`src/design/fle_pkg.sv`:
```
package fle_pkg;

	localparam int unsigned FLE_SAMPLES_PER_AVERAGE = 16;

	localparam int unsigned CUR_W      = 13;
	localparam int unsigned LEVEL_W    = 2;
	localparam int unsigned GEAR_W     = 2;
	localparam int unsigned LIMIT_W    = 13;
	localparam int unsigned REP_W      = 8;
	localparam int unsigned NUM_GEARS  = 3;
	localparam int unsigned GEAR_IDX_W = 2;
	localparam int unsigned CFG_IDX_W  = 4;
	localparam int unsigned CFG_DATA_W = 13;

	typedef enum logic [CFG_IDX_W-1:0] {
		REG_FAN_GEAR,
		REG_LOW_LIMIT_GEAR1,
		REG_MEDIUM_LIMIT_GEAR1,
		REG_LOW_LIMIT_GEAR2,
		REG_MEDIUM_LIMIT_GEAR2,
		REG_LOW_LIMIT_GEAR3,
		REG_MEDIUM_LIMIT_GEAR3,
		REG_STABLE_REPEATS
	} fle_reg_t;

	typedef enum logic [LEVEL_W-1:0] {
		LEVEL_LOW,
		LEVEL_MEDIUM,
		LEVEL_NORMAL,
		LEVEL_NONE
	} fle_level_t;

	localparam logic [GEAR_W-1:0] GEAR_RESET    = GEAR_W'(1);
	localparam logic [REP_W-1:0]  REPEATS_RESET = REP_W'(3);
	localparam logic [REP_W-1:0]  REP_MAX       = '1;

	typedef struct packed {
		logic [GEAR_W-1:0]                   fan_gear;
		logic [NUM_GEARS-1:0][LIMIT_W-1:0]   low_limit;
		logic [NUM_GEARS-1:0][LIMIT_W-1:0]   medium_limit;
		logic [REP_W-1:0]                    stable_repeats;
	} fle_cfg_t;

	typedef struct packed {
		logic             ready;
		logic [CUR_W-1:0] ma;
	} fle_avg_t;

endpackage

```
`src/design/fle_sample_if.sv`:
```
interface fle_sample_if;
	import fle_pkg::*;

	logic             valid;
	logic             ready;
	logic [CUR_W-1:0] current_ma;
	logic             fan_stable;
	logic             reopen;

	modport source(output valid, current_ma, fan_stable, reopen, input ready);
	modport sink(input valid, current_ma, fan_stable, reopen, output ready);

endinterface

```
`src/design/fle_result_if.sv`:
```
interface fle_result_if;
	import fle_pkg::*;

	logic               valid;
	logic               ready;
	logic [LEVEL_W-1:0] lifetime_level;
	logic               level_saved;
	logic               average_ready;
	logic [CUR_W-1:0]   average_ma;

	modport source(output valid, lifetime_level, level_saved, average_ready, average_ma,
		input ready);
	modport sink(input valid, lifetime_level, level_saved, average_ready, average_ma,
		output ready);

endinterface

```
`src/design/fle_cfg_if.sv`:
```
interface fle_cfg_if;
	import fle_pkg::*;

	logic                  valid;
	logic                  ready;
	logic [CFG_IDX_W-1:0]  index;
	logic [CFG_DATA_W-1:0] data;

	modport source(output valid, index, data, input ready);
	modport sink(input valid, index, data, output ready);

endinterface

```
`src/design/filter_lifetime_estimator_core.sv`:
```
// an accepted request is registered in the input stage, then its result in the result stage once that stage is free
// throughput: one request per cycle while the result port is ready; the input register refills while a result waits
// the rate is set by one accumulate, divide-by-constant multiply and threshold update
// reset (arst_n low, asynchronous): both pipeline stages empty, level normal,
// no candidate, counters cleared, fan_gear 1, limits 0, stable_repeats 3
module filter_lifetime_estimator_core #(
	parameter int unsigned SAMPLES_PER_AVERAGE = fle_pkg::FLE_SAMPLES_PER_AVERAGE
) (
	input  logic          clk,
	input  logic          arst_n,
	fle_sample_if.sink    sample,
	fle_result_if.source  result,
	fle_cfg_if.sink       cfg
);
	import fle_pkg::*;

	logic               s1_valid_q;
	logic [CUR_W-1:0]   current_s1;
	logic               stable_s1;
	logic               reopen_s1;

	logic               res_valid_q;
	logic [LEVEL_W-1:0] level_s2;
	logic               saved_s2;
	logic               avg_ready_s2;
	logic [CUR_W-1:0]   avg_ma_s2;

	logic               fire;
	logic               take;
	fle_cfg_t           regs;
	fle_avg_t           avg;
	logic [LEVEL_W-1:0] level;
	logic               saved;

	assign fire         = s1_valid_q && (!res_valid_q || result.ready);
	assign sample.ready = !s1_valid_q || fire;
	assign take         = sample.valid && sample.ready;

	fle_cfg u_cfg (
		.clk    (clk),
		.arst_n (arst_n),
		.cfg    (cfg),
		.regs   (regs)
	);

	fle_avg #(
		.SAMPLES_PER_AVERAGE (SAMPLES_PER_AVERAGE)
	) u_avg (
		.clk        (clk),
		.arst_n     (arst_n),
		.en         (fire),
		.current_ma (current_s1),
		.fan_stable (stable_s1),
		.avg        (avg)
	);

	fle_level u_level (
		.clk    (clk),
		.arst_n (arst_n),
		.en     (fire),
		.reopen (reopen_s1),
		.avg    (avg),
		.regs   (regs),
		.level  (level),
		.saved  (saved)
	);

	always_ff @(posedge clk or negedge arst_n) begin
		if (!arst_n) begin
			s1_valid_q <= 1'b0;
		end else if (take) begin
			s1_valid_q <= 1'b1;
		end else if (fire) begin
			s1_valid_q <= 1'b0;
		end
	end

	always_ff @(posedge clk) begin
		if (take) begin
			current_s1 <= sample.current_ma;
			stable_s1  <= sample.fan_stable;
			reopen_s1  <= sample.reopen;
		end
	end

	always_ff @(posedge clk or negedge arst_n) begin
		if (!arst_n) begin
			res_valid_q <= 1'b0;
		end else if (fire) begin
			res_valid_q <= 1'b1;
		end else if (result.ready) begin
			res_valid_q <= 1'b0;
		end
	end

	always_ff @(posedge clk) begin
		if (fire) begin
			level_s2     <= level;
			saved_s2     <= saved;
			avg_ready_s2 <= avg.ready;
			avg_ma_s2    <= avg.ma;
		end
	end

	assign result.valid          = res_valid_q;
	assign result.lifetime_level = level_s2;
	assign result.level_saved    = saved_s2;
	assign result.average_ready  = avg_ready_s2;
	assign result.average_ma     = avg_ma_s2;

endmodule

```
`src/design/fle_cfg.sv`:
```
module fle_cfg (
	input  logic             clk,
	input  logic             arst_n,
	fle_cfg_if.sink          cfg,
	output fle_pkg::fle_cfg_t regs
);
	import fle_pkg::*;

	fle_cfg_t regs_q;

	assign cfg.ready = 1'b1;
	assign regs = regs_q;

	always_ff @(posedge clk or negedge arst_n) begin
		if (!arst_n) begin
			regs_q.fan_gear       <= GEAR_RESET;
			regs_q.low_limit      <= '0;
			regs_q.medium_limit   <= '0;
			regs_q.stable_repeats <= REPEATS_RESET;
		end else if (cfg.valid) begin
			case (cfg.index)
				REG_FAN_GEAR:           regs_q.fan_gear        <= cfg.data[GEAR_W-1:0];
				REG_LOW_LIMIT_GEAR1:    regs_q.low_limit[0]    <= cfg.data[LIMIT_W-1:0];
				REG_MEDIUM_LIMIT_GEAR1: regs_q.medium_limit[0] <= cfg.data[LIMIT_W-1:0];
				REG_LOW_LIMIT_GEAR2:    regs_q.low_limit[1]    <= cfg.data[LIMIT_W-1:0];
				REG_MEDIUM_LIMIT_GEAR2: regs_q.medium_limit[1] <= cfg.data[LIMIT_W-1:0];
				REG_LOW_LIMIT_GEAR3:    regs_q.low_limit[2]    <= cfg.data[LIMIT_W-1:0];
				REG_MEDIUM_LIMIT_GEAR3: regs_q.medium_limit[2] <= cfg.data[LIMIT_W-1:0];
				REG_STABLE_REPEATS:     regs_q.stable_repeats  <= cfg.data[REP_W-1:0];
				default: begin
				end
			endcase
		end
	end

endmodule

```
`src/design/fle_avg.sv`:
```
module fle_avg #(
	parameter int unsigned SAMPLES_PER_AVERAGE = fle_pkg::FLE_SAMPLES_PER_AVERAGE
) (
	input  logic                     clk,
	input  logic                     arst_n,
	input  logic                     en,
	input  logic [fle_pkg::CUR_W-1:0] current_ma,
	input  logic                     fan_stable,
	output fle_pkg::fle_avg_t        avg
);
	import fle_pkg::*;

	localparam int unsigned L      = $clog2(SAMPLES_PER_AVERAGE);
	localparam int unsigned SUM_W  = CUR_W + L;
	localparam int unsigned CNT_W  = (SAMPLES_PER_AVERAGE > 1) ? L : 1;
	localparam int unsigned SHIFT  = SUM_W + L;
	localparam int unsigned M_W    = SUM_W + 1;
	localparam int unsigned PROD_W = SUM_W + M_W;
	// ceil(2^SHIFT / N): exact floor division for any sum below 2^SUM_W
	localparam longint unsigned RECIP_VAL =
		((64'd1 << SHIFT) + SAMPLES_PER_AVERAGE - 1) / SAMPLES_PER_AVERAGE;
	localparam logic [M_W-1:0] RECIP = M_W'(RECIP_VAL);

	logic [SUM_W-1:0]  sum_q;
	logic [CNT_W-1:0]  cnt_q;
	logic [SUM_W-1:0]  sum_add;
	logic [PROD_W-1:0] product;
	logic              last;

	assign sum_add = sum_q + SUM_W'(current_ma);
	assign last    = fan_stable && (cnt_q == CNT_W'(SAMPLES_PER_AVERAGE - 1));
	assign product = PROD_W'(sum_add) * PROD_W'(RECIP);

	assign avg.ready = last;
	assign avg.ma    = last ? product[SHIFT +: CUR_W] : '0;

	always_ff @(posedge clk or negedge arst_n) begin
		if (!arst_n) begin
			sum_q <= '0;
			cnt_q <= '0;
		end else if (en) begin
			if (!fan_stable || last) begin
				sum_q <= '0;
				cnt_q <= '0;
			end else begin
				sum_q <= sum_add;
				cnt_q <= cnt_q + CNT_W'(1);
			end
		end
	end

endmodule

```
`src/design/fle_level.sv`:
```
module fle_level (
	input  logic                       clk,
	input  logic                       arst_n,
	input  logic                       en,
	input  logic                       reopen,
	input  fle_pkg::fle_avg_t          avg,
	input  fle_pkg::fle_cfg_t          regs,
	output logic [fle_pkg::LEVEL_W-1:0] level,
	output logic                       saved
);
	import fle_pkg::*;

	fle_level_t              cand_q;
	fle_level_t              stored_q;
	logic [REP_W-1:0]        rep_q;
	logic                    pend_q;

	logic [GEAR_IDX_W-1:0]   gear_idx;
	logic [LIMIT_W-1:0]      lo_lim;
	logic [LIMIT_W-1:0]      med_lim;
	fle_level_t              lvl;
	logic [REP_W-1:0]        rep_next;
	logic                    commit;
	logic                    pend;
	logic                    write;

	// gear 0 falls back to the gear 1 pair
	always_comb begin
		case (regs.fan_gear)
			GEAR_W'(2): gear_idx = GEAR_IDX_W'(1);
			GEAR_W'(3): gear_idx = GEAR_IDX_W'(2);
			default:    gear_idx = GEAR_IDX_W'(0);
		endcase
	end

	assign lo_lim  = regs.low_limit[gear_idx];
	assign med_lim = regs.medium_limit[gear_idx];

	always_comb begin
		if (avg.ma <= lo_lim)
			lvl = LEVEL_LOW;
		else if (avg.ma <= med_lim)
			lvl = LEVEL_MEDIUM;
		else
			lvl = LEVEL_NORMAL;
	end

	always_comb begin
		if (cand_q == lvl)
			rep_next = (rep_q == REP_MAX) ? rep_q : rep_q + REP_W'(1);
		else
			rep_next = '0;
	end

	assign commit = rep_next >= regs.stable_repeats;
	assign pend   = pend_q | reopen;
	assign write  = avg.ready && commit && ((stored_q > lvl) || pend);

	assign level = write ? LEVEL_W'(lvl) : LEVEL_W'(stored_q);
	assign saved = write;

	always_ff @(posedge clk or negedge arst_n) begin
		if (!arst_n) begin
			cand_q   <= LEVEL_NONE;
			stored_q <= LEVEL_NORMAL;
			rep_q    <= '0;
			pend_q   <= 1'b0;
		end else if (en) begin
			pend_q <= pend & ~write;
			if (avg.ready) begin
				cand_q <= lvl;
				rep_q  <= commit ? '0 : rep_next;
				if (write)
					stored_q <= lvl;
			end
		end
	end

endmodule

```
`src/flat_wrapper.sv`:
```
// flat-port wrapper written by rule: the top's interface ports become plain ports
module filter_lifetime_estimator_core_flat import fle_pkg::*;
#(
	parameter int unsigned SAMPLES_PER_AVERAGE = fle_pkg::FLE_SAMPLES_PER_AVERAGE
)
  (clk, arst_n, sample_valid, sample_current_ma, sample_fan_stable, sample_reopen, sample_ready, result_valid, result_lifetime_level, result_level_saved, result_average_ready, result_average_ma, result_ready, cfg_valid, cfg_index, cfg_data, cfg_ready);
  fle_sample_if sample_i ();
  fle_result_if result_i ();
  fle_cfg_if cfg_i ();
  input  logic clk;
  input  logic arst_n;
  input wire logic [$bits(sample_i.valid)-1:0] sample_valid;
  input wire logic [$bits(sample_i.current_ma)-1:0] sample_current_ma;
  input wire logic [$bits(sample_i.fan_stable)-1:0] sample_fan_stable;
  input wire logic [$bits(sample_i.reopen)-1:0] sample_reopen;
  output wire logic [$bits(sample_i.ready)-1:0] sample_ready;
  output wire logic [$bits(result_i.valid)-1:0] result_valid;
  output wire logic [$bits(result_i.lifetime_level)-1:0] result_lifetime_level;
  output wire logic [$bits(result_i.level_saved)-1:0] result_level_saved;
  output wire logic [$bits(result_i.average_ready)-1:0] result_average_ready;
  output wire logic [$bits(result_i.average_ma)-1:0] result_average_ma;
  input wire logic [$bits(result_i.ready)-1:0] result_ready;
  input wire logic [$bits(cfg_i.valid)-1:0] cfg_valid;
  input wire logic [$bits(cfg_i.index)-1:0] cfg_index;
  input wire logic [$bits(cfg_i.data)-1:0] cfg_data;
  output wire logic [$bits(cfg_i.ready)-1:0] cfg_ready;
  assign sample_i.valid = sample_valid;
  assign sample_i.current_ma = sample_current_ma;
  assign sample_i.fan_stable = sample_fan_stable;
  assign sample_i.reopen = sample_reopen;
  assign sample_ready = sample_i.ready;
  assign result_valid = result_i.valid;
  assign result_lifetime_level = result_i.lifetime_level;
  assign result_level_saved = result_i.level_saved;
  assign result_average_ready = result_i.average_ready;
  assign result_average_ma = result_i.average_ma;
  assign result_i.ready = result_ready;
  assign cfg_i.valid = cfg_valid;
  assign cfg_i.index = cfg_index;
  assign cfg_i.data = cfg_data;
  assign cfg_ready = cfg_i.ready;
  filter_lifetime_estimator_core #(.SAMPLES_PER_AVERAGE(SAMPLES_PER_AVERAGE)) u_core (.clk(clk), .arst_n(arst_n), .sample(sample_i), .result(result_i), .cfg(cfg_i));
endmodule
```
`config.mk`:
```
export PLATFORM = sky130hd
export DESIGN_NAME = filter_lifetime_estimator_core_flat
export DESIGN_NICKNAME = d
export VERILOG_FILES = /design/src/design/fle_pkg.sv /design/src/design/fle_sample_if.sv /design/src/design/fle_result_if.sv /design/src/design/fle_cfg_if.sv /design/src/design/filter_lifetime_estimator_core.sv /design/src/design/fle_cfg.sv /design/src/design/fle_avg.sv /design/src/design/fle_level.sv /design/src/flat_wrapper.sv
export SDC_FILE = /design/constraint.sdc
export NUM_CORES = 1
export LEC_CHECK = 0
export ABC_AREA = 1
export BUFFER_PORTS_ARGS = -buffer_cell sky130_fd_sc_hd__clkbuf_2
export CORE_AREA = 2 2 145 147
export CTS_BUF_LIST = sky130_fd_sc_hd__clkbuf_8
export DETAILED_ROUTE_END_ITERATION = 16
export DIE_AREA = 0 0 147 149
export GPL_ROUTABILITY_DRIVEN = 0
export PLACE_DENSITY = 0.61
export SYNTH_ARGS = -nofsm -noshare
export SYNTH_HDL_FRONTEND = slang
export SYNTH_SLANG_ARGS = --single-unit
```
`constraint.sdc`:
```
create_clock -name clk -period 7.8 [get_ports clk]
set_input_delay 0.78 -clock clk [delete_from_list [all_inputs] [get_ports clk]]
set_output_delay 0.78 -clock clk [all_outputs]
set_load 0.01 [all_outputs]
```
=== After elaboration in Yosys (flattened, before gate mapping) ===
Index checks and enable logic that the tools add are counted.

* Register bits after elaboration: 156
* Input port bits: 37
* Output and inout bits: 20
* Logic and storage cells: 88

* Add/sub/neg operators: 3
* $lt $le $gt $ge: 5
* Equality and inequality tests: 12
* Mux-type cells: 18
* Bitwise operators: 3
* Reduce and logical (&&, ||, !) cells: 24

{| class="wikitable"
|+ Operator list
! kind !! number
|-
| 13-bit binary-select mux with 2-bit select || 2
|-
| 13-bit 2-to-1 mux || 3
|-
| 13-bit <= comparator || 2
|-
| 8-bit 2-to-1 mux || 3
|-
| 2-bit AND reduction || 9
|-
| 17-bit by 13-bit adder with 17-bit output || 1
|-
| 17-bit 2-to-1 mux || 1
|-
| 4-bit by 3-bit equality test with 1-bit output (second input constant) || 4
|-
| 8-bit by 1-bit adder with 8-bit output (second input constant) || 1
|-
| 4-bit by 2-bit equality test with 1-bit output (second input constant) || 2
|-
| 8-bit equality test (second input constant) || 1
|-
| 8-bit greater-or-equal comparator || 1
|-
| 2-bit 2-to-1 mux || 3
|-
| 1-bit logical AND || 5
|-
| 4-bit by 1-bit adder with 4-bit output (second input constant) || 1
|-
| 2-bit equality test (second input constant) || 2
|-
| 4-bit by 1-bit equality test with 1-bit output (second input constant) || 1
|-
| 4-bit equality test (second input constant) || 1
|-
| 4-bit zero test || 1
|-
| 1-bit logical OR || 4
|-
| 1-bit 2-to-1 mux || 4
|-
| 4-bit 2-to-1 mux || 1
|-
| 2-bit one-hot mux with 2 select lines || 1
|-
| 2-bit nonzero test || 2
|-
| other kinds (7) || 9
|}

=== Depth between registers and ports, before layout ===
* Depth in word-level cells: 14
* Depth in mapped cells: 35
* Gate-level depth less buffers: 35

=== Cells and area by module ===
A second synthesis with hierarchy kept.

* Cell total of the unflattened synthesis: 1,127
* Area total of the unflattened synthesis: 8,952.3 um2

{| class="wikitable"
|+ Modules (own cells, without submodules)
! module !! times used !! cells each !! area an instance (um2) !! sequential area each (um2)
|-
| fle_cfg || 1 || 432 || 3,764.9 || 2,205.9
|-
| fle_level || 1 || 365 || 2,318.5 || 329.1
|-
| fle_avg || 1 || 286 || 1,813.0 || 525.5
|-
| filter_lifetime_estimator_core || 1 || 44 || 1,056.0 || 1,011.0
|}

=== Worst setup path before layout ===
No wires, ideal clock.

* Kind: register to register
* From: register u_core.u_avg.sum_q[0]
* To: register u_core.level_s2[1] (netlist: u_core.result.lifetime_level[1]) (data pin)
* Setup time: 0.255 ns
* Arrival: 4.235 ns
* Data required time: 7.545 ns
* Slack: 3.310 ns
* Cell stages (with the launch flop): 33
* Buffers on the path: 0
* Period minus slack after synthesis: 4.490 ns
* Cells stage by stage: dfrtp_1 > ha_1 > inv_1 > fa_1 > o21ai_1 > a21oi_1 > o21ai_2 > nand3_1 > nand2_1 > nand2_1 > nand2_1 > nor2_1 > ha_1 > nand2_2 > nor2_4 > inv_2 > nor2_2 > nand2_1 > a21oi_4 > nand2_1 > nand2_1 > nand2_4 > nand2_4 > nor2_1 > ha_1 > inv_1 > nor3_1 > nand4_1 > nand3_1 > nand2_1 > inv_1 > nand2_1 > and2_1

{| class="wikitable"
|+ RTL lines
! what !! RTL line !! RTL
|-
| from (decl) || fle_avg.sv:24 || <nowiki>logic [SUM_W-1:0] sum_q;</nowiki>
|-
| from (signal assigned) || fle_avg.sv:46 || <nowiki>sum_q <= sum_add;</nowiki>
|-
| to (signal assigned) || filter_lifetime_estimator_core.sv:98 || <nowiki>level_s2 <= level;</nowiki>
|-
| to (decl) || filter_lifetime_estimator_core.sv:23 || <nowiki>logic [LEVEL_W-1:0] level_s2;</nowiki>
|}

==> reports/qor.yml <==
drt_iter0_drc: 436
crit_top_cell: "nand2_1"
drc: 0
dr.pass1.iters: 5
yosys.area.top_type: "dfrtp_1"
cts_tree: "yes"
portBuffers: 55
cts_setup_buffers: 0
antenna_left: 0
hp-class: "input pin to asynchronous set/reset pin"
yosysMostFrequentCell: "nand2_1"
cp.depth: 31
drv_slew: 0
cpLargestDelayFamily: "simple AND/OR/NAND/NOR gates"
placedCellCount: 1229
fin_nets: 1062
grt_pass1_vias: 5925
syn_inst: 924
synth_ff_type: "dfrtp_1"
endpoint_kind: "flip-flop"
routed_wl_um: 18300
start_util_pct: 39.11
period_needed_ps: 5130
crit_type: "flip-flop to flip-flop"
timing_hold_violations_final: 0
grtUsageMet3_pct: 2.966
placed_area_sq_mm: 0.008567
cts_sinks: 156
rows: 53
dieArea_sq_mm: 0.02190
cts_made_buffers: 17
rr_worst_depth: 31
grt_util_met1_pct: 25.49
start_kind: "flip-flop"
synth_area_per_cell_sq_um: 8.702
p_leak_nw: 4.426
ir_worst_vdd_v: 0.00009676
switching_share_pct: 34.69
grt_util_all_layers_pct: 17.62
final_cells: 1261
rsz0062_at_grt: "false"
clk_latency_ps: 450
worst_pin_slew_ps: 1024
required_ps: 8020
p_per_area_mw_per_mm2: 254.6
post_cts_resized: 0
use_met2_pct: 27.23
vias: 6182
finalInstanceArea_sq_mm: 0.008942
slowest_delay_ps: 400
crit_path_end: "u_core.result.lifetime_level[1]"
synth_edf_count: 32
slew_headroom_pct: 31.54
fp.dieW_um: 147
ys_seq_elements: 156
top_usage_layer: "met2"
ys_types: 45
tns_ps: 0
vias_per_cell: 4.902
async_flop_share_pct: 79.49
ys_seq_area_share_pct: 50.64
rrSetupSlack_ps: 2670
internal_power_mw: 1.487
htreeDepth: 4
yosys.area.top_type_share_pct: 36.73
cts_hold_buf: 0
final_util_pct: 43.50
syn-num-nets: 1013
r2r_end: "u_core.result.lifetime_level[1]"
slowest_stage: "fa_1"
clkPwrFrac_pct: 25.7
layout-drive-gt1-share_pct: 11.87
finalCritPeriodShare_pct: 65.76
arrival_ps: 5350
overflow: 0
yosysWarnings: 0
skew_ps: 10.94
wl_per_cell_um: 14.51
grt_antenna_before_repair: 0
setup_viol_count_final: 0
nFillCells: 2036
status: "completed"
coreArea_sq_mm: 0.02056
cts_root_buf: "clkbuf_8"
dp.final_hpwl_um: 12650
power.share.combinational_pct: 27.1
top_level_ports: 57
fmax_ghz: 0.1949
r2r_start: "u_core.u_avg.sum_q[0]"
area_growth_pct: 11.22
diodes: 0
grt_max_degree: 64
synthTopCellsByCount: "nand2_1 (239), dfrtp_1 (118), inv_1 (111)"
syn-cell-area_sq_mm: 0.008040
critPathBufInv: 4
synthTopCellsByArea: "dfrtp_1 (37%), edfxtp_1 (12%), nand2_1 (11%)"
switching_power_uw: 789.9
clkSlewWorstSetupHoldPaths_ps: 90
die_h_um: 149
worstPathMaxFanout: 10
drv_cap: 0
seqPwrFrac_pct: 47.2
grt_pass1_wl_um: 30440
clockBufferDepth: 2
cp-startpoint: "u_core.u_avg.sum_q[0]"
==> power groups by stage <==
stage / clock network (mW) / logic (mW) / registers (mW)
2_1_floorplan: 0 / 0.466 / 1.07
3_3_place_gp: 0 / 0.611 / 1.09
3_5_place_dp: 0 / 0.618 / 1.09
4_1_cts: 0.602 / 0.620 / 1.07
5_1_grt: 0.632 / 0.718 / 1.09
6_report: 0.586 / 0.616 / 1.07
==> flip-flops by register name, indices dropped and copies added (netlist names) <==
name and count:
u_core.current_s1 13, u_core.result.lifetime_level 2, u_core.u_avg.cnt_q 4, u_core.s1_valid_q 1
u_core.u_level.rep_q 8, u_core.result.level_saved 1, u_core.result.valid 1, u_core.u_level.stored_q 2
u_core.u_level.cand_q 2, u_core.u_level.pend_q 1, u_core.stable_s1 1, u_core.reopen_s1 1
u_core.result.average_ready 1, u_core.u_avg.sum_q 17, u_core.result.average_ma 13, u_core.u_cfg.regs 88
==> routing by layer <==
metal	vias to the layer above	part of all wire, %
li1	3143	-
met1	2897	51
met2	131	44
met3	11	4.0
met4	0	1.0
met5	-	0
==> how the worst min path moves through the flow <==
stage	from	endpoint	slack (ps)	cells past startpoint
detailed placement	u_core.u_level.pend_q	u_core.u_level.pend_q	460	2
global route	sample_fan_stable	u_core.stable_s1	470	1
CTS	arst_n	u_core.u_cfg.regs[44]	450	1
floorplan	u_core.u_level.pend_q	u_core.u_level.pend_q	440	2
finish	arst_n	u_core.u_cfg.regs[18]	420	1
global placement	u_core.u_level.pend_q	u_core.u_level.pend_q	460	2
==> layout by cell type, fill, tap and decap left out, types with 3 or more instances in the layout <==
cell type	netlist	layout
nand2_1	239	239
o22ai_1	5	5
o21bai_1	3	3
o21ai_0	110	110
inv_6	0	3
inv_1	111	112
clkbuf_2	0	54
dfstp_2	6	6
xor2_1	9	9
nand3b_1	4	4
a21oi_1	30	30
xnor2_1	5	5
inv_4	0	3
nand3_1	29	29
clkbuf_8	0	19
ha_1	51	51
nor2_4	3	3
a221oi_1	24	24
nand2_4	3	3
nand4_1	11	11
nor3_1	4	4
buf_4	1	3
edfxtp_1	32	32
inv_2	4	4
nor2_1	70	70
dfrtp_1	118	118
==> layout make-up <==
cell class                 count  area [sq um]  area share, %
clock buffer                  19         261.5          2.924
inverter                     116         435.4          4.869
sequential                   156          4071          45.53
timing repair buffer          57         292.8          3.274
multi-input combinational    625          3423          38.28
clock inverter                13         113.9          1.273
tap                          275         344.1          3.848
==> through the flow <==
step | hold WS, ps | setup slack [ps] | power (mW)
2_1_floorplan | 441.0 | 3310 | 1.532
3_3_place_gp | 457.0 | 2702 | 1.697
3_5_place_dp | 458.7 | 2639 | 1.706
4_1_cts | 450.8 | 2622 | 2.295
5_1_grt | 473.0 | 2044 | 2.443
6_report | 418.0 | 2670 | 2.277
==> logic make-up (layout without fill, tap and decap cells) <==
family	Yosys count	after routing	synth area share (%)
AND/OR/NAND/NOR	375	375	19.64
AO/OA/AOI/OAI	183	183	13.18
adder cells (fa/ha/maj)	52	52	8.185
flip-flops	156	156	50.64
buffers and inverters	143	205	6.785
other	1	1	0.04664
XOR/XNOR	14	14	1.525
Power figures use the tool's default switching activity.
